$ cat config.mk
export PLATFORM = sky130hd
export DESIGN_NAME = jaro_similarity_engine
export DESIGN_NICKNAME = d
export VERILOG_FILES = /design/src/hw/rtl/jse_pkg.sv /design/src/hw/rtl/jse_ram.sv /design/src/hw/rtl/jse_front.sv /design/src/hw/rtl/jse_back.sv /design/src/hw/rtl/jaro_similarity_engine.sv
export SDC_FILE = /design/constraint.sdc
export NUM_CORES = 2
export LEC_CHECK = 0
export BUFFER_PORTS_ARGS = -buffer_cell sky130_fd_sc_hd__buf_2
export CORE_MARGIN = 1.5
export CORE_UTILIZATION = 45
export DETAILED_ROUTE_END_ITERATION = 7
export GPL_ROUTABILITY_DRIVEN = 0
export PLACE_DENSITY = 0.67
export SKIP_LAST_GASP = 1
export SYNTH_ARGS = -nofsm -noshare
export SYNTH_HDL_FRONTEND = slang
export SYNTH_HIERARCHICAL = 1
export SYNTH_SLANG_ARGS = --single-unit
$ cat constraint.sdc
create_clock -name clk -period 11.64 [get_ports clk]
set_input_delay 2.328 -clock clk [delete_from_list [all_inputs] [get_ports clk]]
set_output_delay 2.328 -clock clk [all_outputs]
set_load 0.05 [all_outputs]
$ cat src/hw/rtl/jse_pkg.sv
package jse_pkg;

    localparam int MAX_LEN = 64;
    localparam int IDX_W   = $clog2(MAX_LEN);
    localparam int LEN_W   = $clog2(MAX_LEN + 1);
    localparam int NUM_W   = 3 * LEN_W + 3;
    localparam int SIM_W   = 17;
    localparam int CNT_W   = 7;
    localparam int DIV_STEPS = SIM_W;
    localparam int STEP_W  = $clog2(DIV_STEPS + 1);
    localparam logic [SIM_W-1:0] SIM_ONE = SIM_W'(65536);
    localparam logic [SIM_W-1:0] THRESHOLD_RESET = SIM_W'(62259);

    localparam logic [1:0] CMD_LOAD_A  = 2'd0;
    localparam logic [1:0] CMD_LOAD_B  = 2'd1;
    localparam logic [1:0] CMD_COMPUTE = 2'd2;

    typedef enum logic [1:0] {
        KIND_LOAD_A  = 2'd0,
        KIND_LOAD_B  = 2'd1,
        KIND_COMPUTE = 2'd2
    } kind_t;

    typedef struct packed {
        kind_t      kind;
        logic [7:0] char_code;
    } item_t;

    typedef struct packed {
        logic             we;
        logic [IDX_W-1:0] waddr;
        logic [7:0]       wdata;
        logic             re;
        logic [IDX_W-1:0] raddr;
    } ram_req_t;

endpackage

$ cat src/hw/rtl/jse_ram.sv
module jse_ram #(
    parameter int WIDTH = 8,
    parameter int DEPTH = 64
) (
    input  logic                     clk,
    input  logic                     we,
    input  logic [$clog2(DEPTH)-1:0] waddr,
    input  logic [WIDTH-1:0]         wdata,
    input  logic                     re,
    input  logic [$clog2(DEPTH)-1:0] raddr,
    output logic [WIDTH-1:0]         rdata
);

    logic [WIDTH-1:0] mem_reg [DEPTH];
    logic [WIDTH-1:0] rdata_reg;

    always_ff @(posedge clk)
    begin
        if (we)
        begin
            mem_reg[waddr] <= wdata;
        end
        if (re)
        begin
            rdata_reg <= mem_reg[raddr];
        end
    end

    assign rdata = rdata_reg;

endmodule

$ cat src/hw/rtl/jse_front.sv
module jse_front (
    input  logic             clk,
    input  logic             rst_n,
    input  logic             start,
    input  logic [1:0]       command,
    input  logic [7:0]       char_code,
    output logic             busy,
    output logic             item_valid,
    output jse_pkg::item_t   item,
    input  logic             item_pop
);

    jse_pkg::item_t entry_reg [2];
    logic       wr_ptr_reg;
    logic       wr_ptr_next;
    logic       rd_ptr_reg;
    logic       rd_ptr_next;
    logic [1:0] count_reg;
    logic [1:0] count_next;
    logic       push;
    logic       pop;
    jse_pkg::item_t new_item;
    logic       known;

    always_comb
    begin
        known = 1'b1;
        new_item.char_code = char_code;
        new_item.kind = jse_pkg::KIND_COMPUTE;
        case (command)
            jse_pkg::CMD_LOAD_A:  new_item.kind = jse_pkg::KIND_LOAD_A;
            jse_pkg::CMD_LOAD_B:  new_item.kind = jse_pkg::KIND_LOAD_B;
            jse_pkg::CMD_COMPUTE: new_item.kind = jse_pkg::KIND_COMPUTE;
            default:              known = 1'b0;
        endcase
    end

    assign busy       = (count_reg == 2'd2);
    assign push       = start && !busy && known;
    assign item_valid = (count_reg != 2'd0);
    assign pop        = item_pop && item_valid;
    assign item       = entry_reg[rd_ptr_reg];

    always_comb
    begin
        wr_ptr_next = push ? !wr_ptr_reg : wr_ptr_reg;
        rd_ptr_next = pop ? !rd_ptr_reg : rd_ptr_reg;
        count_next  = count_reg + 2'(push) - 2'(pop);
    end

    always_ff @(posedge clk)
    begin
        if (push)
        begin
            entry_reg[wr_ptr_reg] <= new_item;
        end
    end

    always_ff @(posedge clk or negedge rst_n)
    begin
        if (!rst_n)
        begin
            wr_ptr_reg <= 1'b0;
            rd_ptr_reg <= 1'b0;
            count_reg  <= 2'd0;
        end
        else
        begin
            wr_ptr_reg <= wr_ptr_next;
            rd_ptr_reg <= rd_ptr_next;
            count_reg  <= count_next;
        end
    end

endmodule

$ cat src/hw/rtl/jse_back.sv
module jse_back (
    input  logic                        clk,
    input  logic                        rst_n,
    input  logic                        item_valid,
    input  jse_pkg::item_t              item,
    output logic                        item_pop,
    input  logic                        threshold_we,
    input  logic [jse_pkg::SIM_W-1:0]   threshold_wdata,
    output jse_pkg::ram_req_t           ram_a,
    output jse_pkg::ram_req_t           ram_b,
    input  logic [7:0]                  rdata_a,
    input  logic [7:0]                  rdata_b,
    output logic                        done,
    output logic [jse_pkg::SIM_W-1:0]   similarity,
    output logic                        above_threshold,
    output logic [jse_pkg::CNT_W-1:0]   match_count,
    output logic [jse_pkg::CNT_W-1:0]   mismatch_pairs,
    output logic                        overflowed
);

    localparam int LW = jse_pkg::LEN_W;
    localparam int IW = jse_pkg::IDX_W;
    localparam int NW = jse_pkg::NUM_W;
    localparam int SW = jse_pkg::SIM_W;
    localparam int CW = jse_pkg::CNT_W;

    typedef enum logic [13:0] {
        ST_IDLE  = 14'b00000000000001,
        ST_SETUP = 14'b00000000000010,
        ST_AREAD = 14'b00000000000100,
        ST_BINIT = 14'b00000000001000,
        ST_BREAD = 14'b00000000010000,
        ST_BCMP  = 14'b00000000100000,
        ST_TSCAN = 14'b00000001000000,
        ST_TSEEK = 14'b00000010000000,
        ST_TCMP  = 14'b00000100000000,
        ST_MUL1  = 14'b00001000000000,
        ST_MUL2  = 14'b00010000000000,
        ST_MUL3  = 14'b00100000000000,
        ST_DIV   = 14'b01000000000000,
        ST_DONE  = 14'b10000000000000
    } state_t;

    state_t state_reg, state_next;
    logic [SW-1:0] thr_reg, thr_next;
    logic [LW-1:0] len_a_reg, len_a_next, len_b_reg, len_b_next;
    logic          ovf_reg, ovf_next;
    logic [jse_pkg::MAX_LEN-1:0] mark_a_reg, mark_a_next, mark_b_reg, mark_b_next;
    logic [LW-1:0] i_reg, i_next, j_reg, j_next, hi_reg, hi_next, p_reg, p_next;
    logic [LW-1:0] m_reg, m_next, x_reg, x_next;
    logic signed [LW+1:0] win_reg, win_next;
    logic [2*LW-1:0] mm_reg, mm_next, ab_reg, ab_next;
    logic [LW:0]     sab_reg, sab_next, tx_reg, tx_next;
    logic [NW-1:0]   t1_reg, t1_next, t2_reg, t2_next, abm_reg, abm_next;
    logic [NW-1:0]   den_reg, den_next;
    logic [NW:0]     rem_reg, rem_next;
    logic [SW-1:0]   q_reg, q_next;
    logic [jse_pkg::STEP_W-1:0] step_reg, step_next;
    logic            done_reg, done_next;
    logic [SW-1:0]   sim_reg, sim_next;
    logic            above_reg, above_next;
    logic [CW-1:0]   mc_reg, mc_next, mp_reg, mp_next;
    logic            ovo_reg, ovo_next;

    logic signed [LW+1:0] lo_s, hi_s;
    logic [LW-1:0]        maxl;
    logic [NW:0]          trial;
    logic [NW:0]          diff;
    logic [LW-1:0]        i_inc;
    logic [SW-1:0]        sim_final;

    assign i_inc = i_reg + LW'(1);
    assign maxl  = (len_a_reg > len_b_reg) ? len_a_reg : len_b_reg;
    assign lo_s  = $signed({2'b00, i_reg}) - win_reg;
    assign hi_s  = $signed({2'b00, i_reg}) + win_reg;
    assign trial = (step_reg == '0) ? rem_reg : {rem_reg[NW-1:0], 1'b0};
    assign diff  = trial - {1'b0, den_reg};
    assign sim_final = (m_reg == '0) ? '0 :
                       ((q_reg > jse_pkg::SIM_ONE) ? jse_pkg::SIM_ONE : q_reg);

    always_comb
    begin
        state_next  = state_reg;
        thr_next    = threshold_we ? threshold_wdata : thr_reg;
        len_a_next  = len_a_reg;
        len_b_next  = len_b_reg;
        ovf_next    = ovf_reg;
        mark_a_next = mark_a_reg;
        mark_b_next = mark_b_reg;
        i_next      = i_reg;
        j_next      = j_reg;
        hi_next     = hi_reg;
        p_next      = p_reg;
        m_next      = m_reg;
        x_next      = x_reg;
        win_next    = win_reg;
        mm_next     = mm_reg;
        ab_next     = ab_reg;
        sab_next    = sab_reg;
        tx_next     = tx_reg;
        t1_next     = t1_reg;
        t2_next     = t2_reg;
        abm_next    = abm_reg;
        den_next    = den_reg;
        rem_next    = rem_reg;
        q_next      = q_reg;
        step_next   = step_reg;
        done_next   = 1'b0;
        sim_next    = sim_reg;
        above_next  = above_reg;
        mc_next     = mc_reg;
        mp_next     = mp_reg;
        ovo_next    = ovo_reg;
        item_pop    = 1'b0;
        ram_a       = '0;
        ram_b       = '0;
        ram_a.wdata = item.char_code;
        ram_b.wdata = item.char_code;
        ram_a.waddr = len_a_reg[IW-1:0];
        ram_b.waddr = len_b_reg[IW-1:0];

        case (state_reg)
            ST_IDLE:
            begin
                if (item_valid)
                begin
                    item_pop = 1'b1;
                    case (item.kind)
                        jse_pkg::KIND_LOAD_A:
                        begin
                            if (len_a_reg < LW'(jse_pkg::MAX_LEN))
                            begin
                                ram_a.we   = 1'b1;
                                len_a_next = len_a_reg + LW'(1);
                            end
                            else
                            begin
                                ovf_next = 1'b1;
                            end
                        end
                        jse_pkg::KIND_LOAD_B:
                        begin
                            if (len_b_reg < LW'(jse_pkg::MAX_LEN))
                            begin
                                ram_b.we   = 1'b1;
                                len_b_next = len_b_reg + LW'(1);
                            end
                            else
                            begin
                                ovf_next = 1'b1;
                            end
                        end
                        default:
                        begin
                            state_next = ST_SETUP;
                        end
                    endcase
                end
            end
            ST_SETUP:
            begin
                m_next   = '0;
                x_next   = '0;
                q_next   = '0;
                i_next   = '0;
                win_next = $signed({3'b000, maxl[LW-1:1]}) - (LW+2)'(1);
                if (len_a_reg == '0 || len_b_reg == '0)
                begin
                    state_next = ST_DONE;
                end
                else
                begin
                    state_next = ST_AREAD;
                end
            end
            ST_AREAD:
            begin
                ram_a.re    = 1'b1;
                ram_a.raddr = i_reg[IW-1:0];
                state_next  = ST_BINIT;
            end
            ST_BINIT:
            begin
                j_next  = (lo_s < 0) ? '0 : lo_s[LW-1:0];
                hi_next = (hi_s > $signed({2'b00, len_b_reg}) - (LW+2)'(1)) ?
                          (len_b_reg - LW'(1)) : hi_s[LW-1:0];
                if (win_reg < 0 || lo_s >= $signed({2'b00, len_b_reg}))
                begin
                    i_next = i_inc;
                    if (i_inc == len_a_reg)
                    begin
                        i_next     = '0;
                        p_next     = '0;
                        state_next = ST_TSCAN;
                    end
                    else
                    begin
                        state_next = ST_AREAD;
                    end
                end
                else
                begin
                    state_next = ST_BREAD;
                end
            end
            ST_BREAD:
            begin
                ram_b.re    = 1'b1;
                ram_b.raddr = j_reg[IW-1:0];
                state_next  = ST_BCMP;
            end
            ST_BCMP:
            begin
                if (!mark_b_reg[j_reg[IW-1:0]] && rdata_b == rdata_a)
                begin
                    mark_a_next[i_reg[IW-1:0]] = 1'b1;
                    mark_b_next[j_reg[IW-1:0]] = 1'b1;
                    m_next = m_reg + LW'(1);
                end
                if ((!mark_b_reg[j_reg[IW-1:0]] && rdata_b == rdata_a) || j_reg == hi_reg)
                begin
                    i_next = i_inc;
                    if (i_inc == len_a_reg)
                    begin
                        i_next     = '0;
                        p_next     = '0;
                        state_next = ST_TSCAN;
                    end
                    else
                    begin
                        state_next = ST_AREAD;
                    end
                end
                else
                begin
                    j_next     = j_reg + LW'(1);
                    state_next = ST_BREAD;
                end
            end
            ST_TSCAN:
            begin
                if (i_reg == len_a_reg)
                begin
                    state_next = ST_MUL1;
                end
                else if (mark_a_reg[i_reg[IW-1:0]])
                begin
                    ram_a.re    = 1'b1;
                    ram_a.raddr = i_reg[IW-1:0];
                    state_next  = ST_TSEEK;
                end
                else
                begin
                    i_next = i_inc;
                end
            end
            ST_TSEEK:
            begin
                if (p_reg == len_b_reg)
                begin
                    i_next     = i_inc;
                    state_next = ST_TSCAN;
                end
                else if (mark_b_reg[p_reg[IW-1:0]])
                begin
                    ram_b.re    = 1'b1;
                    ram_b.raddr = p_reg[IW-1:0];
                    state_next  = ST_TCMP;
                end
                else
                begin
                    p_next = p_reg + LW'(1);
                end
            end
            ST_TCMP:
            begin
                if (rdata_a != rdata_b)
                begin
                    x_next = x_reg + LW'(1);
                end
                p_next     = p_reg + LW'(1);
                i_next     = i_inc;
                state_next = ST_TSCAN;
            end
            ST_MUL1:
            begin
                mm_next    = (2*LW)'(m_reg) * (2*LW)'(m_reg);
                ab_next    = (2*LW)'(len_a_reg) * (2*LW)'(len_b_reg);
                sab_next   = (LW+1)'(len_a_reg) + (LW+1)'(len_b_reg);
                tx_next    = {m_reg, 1'b0} - (LW+1)'(x_reg);
                state_next = ST_MUL2;
            end
            ST_MUL2:
            begin
                t1_next    = (NW'(mm_reg) * NW'(sab_reg)) << 1;
                t2_next    = NW'(ab_reg) * NW'(tx_reg);
                abm_next   = NW'(ab_reg) * NW'(m_reg);
                state_next = ST_MUL3;
            end
            ST_MUL3:
            begin
                rem_next   = (NW+1)'(t1_reg) + (NW+1)'(t2_reg);
                den_next   = (abm_reg << 2) + (abm_reg << 1);
                step_next  = '0;
                state_next = (m_reg == '0) ? ST_DONE : ST_DIV;
            end
            ST_DIV:
            begin
                if (!diff[NW])
                begin
                    rem_next = diff;
                end
                else
                begin
                    rem_next = trial;
                end
                q_next    = {q_reg[SW-2:0], !diff[NW]};
                step_next = step_reg + jse_pkg::STEP_W'(1);
                if (step_reg == jse_pkg::STEP_W'(jse_pkg::DIV_STEPS - 1))
                begin
                    state_next = ST_DONE;
                end
            end
            ST_DONE:
            begin
                done_next   = 1'b1;
                sim_next    = sim_final;
                above_next  = (sim_final >= thr_reg);
                mc_next     = CW'(m_reg);
                mp_next     = CW'(x_reg);
                ovo_next    = ovf_reg;
                len_a_next  = '0;
                len_b_next  = '0;
                ovf_next    = 1'b0;
                mark_a_next = '0;
                mark_b_next = '0;
                state_next  = ST_IDLE;
            end
            default:
            begin
                state_next = ST_IDLE;
            end
        endcase
    end

    always_ff @(posedge clk)
    begin
        i_reg   <= i_next;
        j_reg   <= j_next;
        hi_reg  <= hi_next;
        p_reg   <= p_next;
        m_reg   <= m_next;
        x_reg   <= x_next;
        win_reg <= win_next;
        mm_reg  <= mm_next;
        ab_reg  <= ab_next;
        sab_reg <= sab_next;
        tx_reg  <= tx_next;
        t1_reg  <= t1_next;
        t2_reg  <= t2_next;
        abm_reg <= abm_next;
        den_reg <= den_next;
        rem_reg <= rem_next;
        q_reg   <= q_next;
        step_reg <= step_next;
        sim_reg  <= sim_next;
        above_reg <= above_next;
        mc_reg   <= mc_next;
        mp_reg   <= mp_next;
        ovo_reg  <= ovo_next;
    end

    always_ff @(posedge clk or negedge rst_n)
    begin
        if (!rst_n)
        begin
            state_reg  <= ST_IDLE;
            thr_reg    <= jse_pkg::THRESHOLD_RESET;
            len_a_reg  <= '0;
            len_b_reg  <= '0;
            ovf_reg    <= 1'b0;
            mark_a_reg <= '0;
            mark_b_reg <= '0;
            done_reg   <= 1'b0;
        end
        else
        begin
            state_reg  <= state_next;
            thr_reg    <= thr_next;
            len_a_reg  <= len_a_next;
            len_b_reg  <= len_b_next;
            ovf_reg    <= ovf_next;
            mark_a_reg <= mark_a_next;
            mark_b_reg <= mark_b_next;
            done_reg   <= done_next;
        end
    end

    assign done            = done_reg;
    assign similarity      = sim_reg;
    assign above_threshold = above_reg;
    assign match_count     = mc_reg;
    assign mismatch_pairs  = mp_reg;
    assign overflowed      = ovo_reg;

endmodule

$ cat src/hw/rtl/jaro_similarity_engine.sv
// Channel   Handshake            Beat contents
// command   start / busy         command, char_code
// config    threshold_we         threshold_wdata (accept_threshold)
// result    done (one cycle)     similarity, above_threshold, match_count,
//                                mismatch_pairs, overflowed
// Loads reach the back end at one beat per cycle while it is idle; a compute holds them back.
// A compute runs a setup step, reads each character of A and compares it with B across
// its match window, then a transposition scan, multiply steps, a restoring divider and
// a step that posts the result; an empty string or no matches skips ahead to that step.
// A two-entry queue holds further commands during a compute; busy is high when it is full.
// Reset clears lengths, match marks, the overflow flag and the threshold to 0.95.
// The result strobe cannot be stalled by the receiver.
module jaro_similarity_engine (
    input  logic                        clk,
    input  logic                        rst_n,
    input  logic                        start,
    output logic                        busy,
    input  logic [1:0]                  command,
    input  logic [7:0]                  char_code,
    input  logic                        threshold_we,
    input  logic [jse_pkg::SIM_W-1:0]   threshold_wdata,
    output logic                        done,
    output logic [jse_pkg::SIM_W-1:0]   similarity,
    output logic                        above_threshold,
    output logic [jse_pkg::CNT_W-1:0]   match_count,
    output logic [jse_pkg::CNT_W-1:0]   mismatch_pairs,
    output logic                        overflowed
);

    logic              item_valid;
    logic              item_pop;
    jse_pkg::item_t    item;
    jse_pkg::ram_req_t ram_a;
    jse_pkg::ram_req_t ram_b;
    logic [7:0]        rdata_a;
    logic [7:0]        rdata_b;

    jse_front u_front (
        .clk        (clk),
        .rst_n      (rst_n),
        .start      (start),
        .command    (command),
        .char_code  (char_code),
        .busy       (busy),
        .item_valid (item_valid),
        .item       (item),
        .item_pop   (item_pop)
    );

    jse_ram #(.WIDTH(8), .DEPTH(jse_pkg::MAX_LEN)) u_ram_a (
        .clk   (clk),
        .we    (ram_a.we),
        .waddr (ram_a.waddr),
        .wdata (ram_a.wdata),
        .re    (ram_a.re),
        .raddr (ram_a.raddr),
        .rdata (rdata_a)
    );

    jse_ram #(.WIDTH(8), .DEPTH(jse_pkg::MAX_LEN)) u_ram_b (
        .clk   (clk),
        .we    (ram_b.we),
        .waddr (ram_b.waddr),
        .wdata (ram_b.wdata),
        .re    (ram_b.re),
        .raddr (ram_b.raddr),
        .rdata (rdata_b)
    );

    jse_back u_back (
        .clk             (clk),
        .rst_n           (rst_n),
        .item_valid      (item_valid),
        .item            (item),
        .item_pop        (item_pop),
        .threshold_we    (threshold_we),
        .threshold_wdata (threshold_wdata),
        .ram_a           (ram_a),
        .ram_b           (ram_b),
        .rdata_a         (rdata_a),
        .rdata_b         (rdata_b),
        .done            (done),
        .similarity      (similarity),
        .above_threshold (above_threshold),
        .match_count     (match_count),
        .mismatch_pairs  (mismatch_pairs),
        .overflowed      (overflowed)
    );

endmodule

==> results_dict.tcl <==
set metrics [dict create \
    status "finished, final reports clean" \
    ant_nets 0 \
    hold_end "u_back/overflowed" \
    ys_seq_elements 1499 \
    cp_max_fo 43 \
    ys_seq_area_frac 0.563 \
    crit-reg2reg-launch "u_back/i_reg[1]" \
    fillers 14500 \
    grt_max_degree 116 \
    drt_iter0_drc 4913 \
    arrival_ns 7.37 \
    clockBufferDepth 3 \
    r2r_cells 17 \
    dpl_cell_area_sq_mm 0.0808 \
    num_io_pins 66 \
    wl_per_cell_um 22.4 \
    r2r_end "u_ram_a/rdata[0]" \
    grt_pass1_wl_um 280000 \
    yosys_warnings 6 \
    grt_pass1_vias 46800 \
    post-route-min-period_ns 6.79 \
    max_slew.worst_pin.slew_ns 1.25 \
    die_area_sq_mm 0.177 \
    cts.hold.buffers_added 0 \
    antenna_found_initial 1 \
    cpMaxStageDelayCell "buf_4" \
    path_buf_inv 4 \
    cpMostUsedCell "buf_4" \
    hold_viol 0 \
    max_stage_delay_ns 0.76 \
    p_leak_uw 0.0318 \
    dpl.hpwl_um 120000 \
    ctsResizeCount 0 \
    crit_type "reg -> reg" \
    fin_skew_ns 0.0757 \
    end_kind "flop" \
    max-vdd-ir-drop_uv 191 \
    synth.distinct_cells 98 \
    syn_avg_cell_area_sq_um 13.9 \
    vias 46500 \
    drc 0 \
    power_density_mw_per_mm2 158 \
    cts_buffers 157 \
    max_freq_ghz 0.147 \
    whs_ns 0.452 \
    drv_slew 0 \
    io_buffers 65 \
    crit_family "buffers and inverters" \
    fp-row-count 152 \
    cp-start-kind "flop" \
    routed_via_density 5.73 \
    netlist_instances 5659 \
    cts_post_setup_buffers_inserted 0 \
    drive_gt1_frac 0.132 \
    grtUsageTotal 0.207 \
    layout_worst_path_cycle_share 0.583 \
    startpoint "u_back/i_reg[1]" \
    min_path_type "reg -> reg" \
    hold_depth 0 \
    synth_area_leader_cell "edfxtp_1" \
    cts_tree "built" \
    h-tree-depth 4 \
    grt.overflow.total 0 \
    setup_tns_ns 0 \
    start_util 0.455 \
    hp-start "u_back/ovf_reg" \
    rrSetupSlack_ns 4.85 \
    rsz0062_at_grt "false" \
    slew_headroom 0.164 \
    async_reset_ff_frac 0.119 \
    clk_root_buffer_cell "clkbuf_16" \
    synth-main-ff-cell "edfxtp_1" \
    synth_top_cell_area_share 0.506 \
    finalSetupViolCount 0 \
    die_x_um 420 \
    core_area_sq_mm 0.172 \
    nNetsFinal 6278 \
    area_delta_synth_final_pct 9.86 \
    path_cells "buf_4, nor3_1, a221o_1, nand3_1, o311a_1, o21ai_0, nand2b_1, nor2b_1, buf_4, nor2_4, buf_4, buf_4, mux4_1, mux4_2, nor2b_1, a211oi_1, a31o_2" \
    cp.required_ns 12.22 \
    numClockSinks 1499 \
    firstDrtPassIters 6 \
    clkLatencyLatePin_ns 0.85 \
    synth_edf_count 1320 \
    path_clk_slew_ns 0.06 \
    synth_area_sq_mm 0.0784 \
    final_area_sq_mm 0.0861 \
    yosys-top-cells-area "edfxtp_1, mux4_2, fa_1" \
    fp.dieH_um 420 \
    maxCapViolCount 0 \
    drt-total-wl_um 182000 \
]
==> area by class of cell <==
class | instances | area, sq um | share of cell area
Antenna cell | 1 | 2.50 | 0.0000291
Clock buffer | 188 | 4070 | 0.0472
Clock inverter | 105 | 1260 | 0.0146
Inverter | 441 | 1660 | 0.0192
Multi-Input combinational cell | 3436 | 31200 | 0.363
Sequential cell | 1499 | 44100 | 0.512
Tap cell | 2310 | 2890 | 0.0336
Timing Repair Buffer | 137 | 887 | 0.0103
==> power by group <==
| part | leakage, uW | internal, uW | total, uW | switching [uW] |
|---|---|---|---|---|
| Combinational | 0.0149 | 612 | 1970 | 1360 |
| Clock | 0.00257 | 2920 | 5100 | 2180 |
| Sequential | 0.0144 | 6430 | 6510 | 81.3 |
| Total | 0.0318 | 9960 | 13600 | 3620 |
==> stage by stage <==
step / instances / setup slack (ns) / util / power, uW
after floorplan: 5662 / 4.74 / - / 7910
after global placement: 7823 / 5.00 / 0.469 / 8530
after detailed placement: 7823 / 4.88 / 0.469 / 8600
after CTS: 8116 / 4.85 / 0.500 / 13700
after global routing: 8116 / 4.34 / 0.500 / 14100
final: 8117 / 4.85 / 0.500 / 13600
==> layout by cell type (no fill, tap or decap), drive strengths merged, types with 136 or more instances in the layout <==
cell type and count:
a21oi 204, dfrtp 168, inv 450, xnor2 158
and2 324, nor2 474, fa 245, edfxtp 1320
clkbuf 189, ha 330, mux4 282, nand2 258
buf 136, o21ai 142
==> Yosys cell counts, types with 21 or more instances <==
cell and n:
nand2b_1 42, and2_1 323, and3_1 24, fa_1 245, or3_1 23, nand3_1 84, mux2i_1 92, xnor2_1 158
a31oi_1 46, inv_1 440, buf_4 55, xor2_1 62, a221oi_1 24, dfrtp_1 168, ha_1 330, mux4_2 272
o22ai_1 31, nand4_1 21, o21a_1 44, edfxtp_1 1320, a21o_1 39, mux2_2 60, nand2_1 257, clkbuf_1 159
a21oi_1 204, nor3_1 60, nor2_1 473, o21ai_0 139, buf_2 29, o221ai_1 24, nor2b_1 74
==> routing by layer <==
layer / up-vias / wire (um) / global-route usage
li1: 20700 / - / -
met1: 23800 / 78100 / 0.289
met2: 1681 / 86400 / 0.332
met3: 314 / 12400 / 0.0334
met4: 0 / 5170 / 0.0661
met5: - / 0 / 0
==> cells by family after synthesis <==
group | after synthesis | share of synthesized area
muxes | 434 | 0.102
and+or+nand+nor | 1470 | 0.0939
buffers and inverters | 727 | 0.0405
other | 1 | 0.0000478
AOI/OAI and AO/OA | 733 | 0.0609
adders and majority gates | 575 | 0.115
xor gates and xnor gates | 220 | 0.0246
DFF | 1499 | 0.563
==> worst max-delay path by stage <==
stage	to	cells after the start	slack [ns]
2_1_floorplan	u_back/state_reg[0]	8	4.74
3_5_place_dp	u_ram_a/rdata[2]	17	4.88
3_3_place_gp	u_ram_a/rdata[0]	17	5.00
4_1_cts	u_ram_a/rdata[2]	17	4.85
5_1_grt	u_ram_a/rdata[2]	17	4.34
6_report	u_ram_a/rdata[0]	17	4.85
No activity file was read; power rests on OpenSTA's default activity.
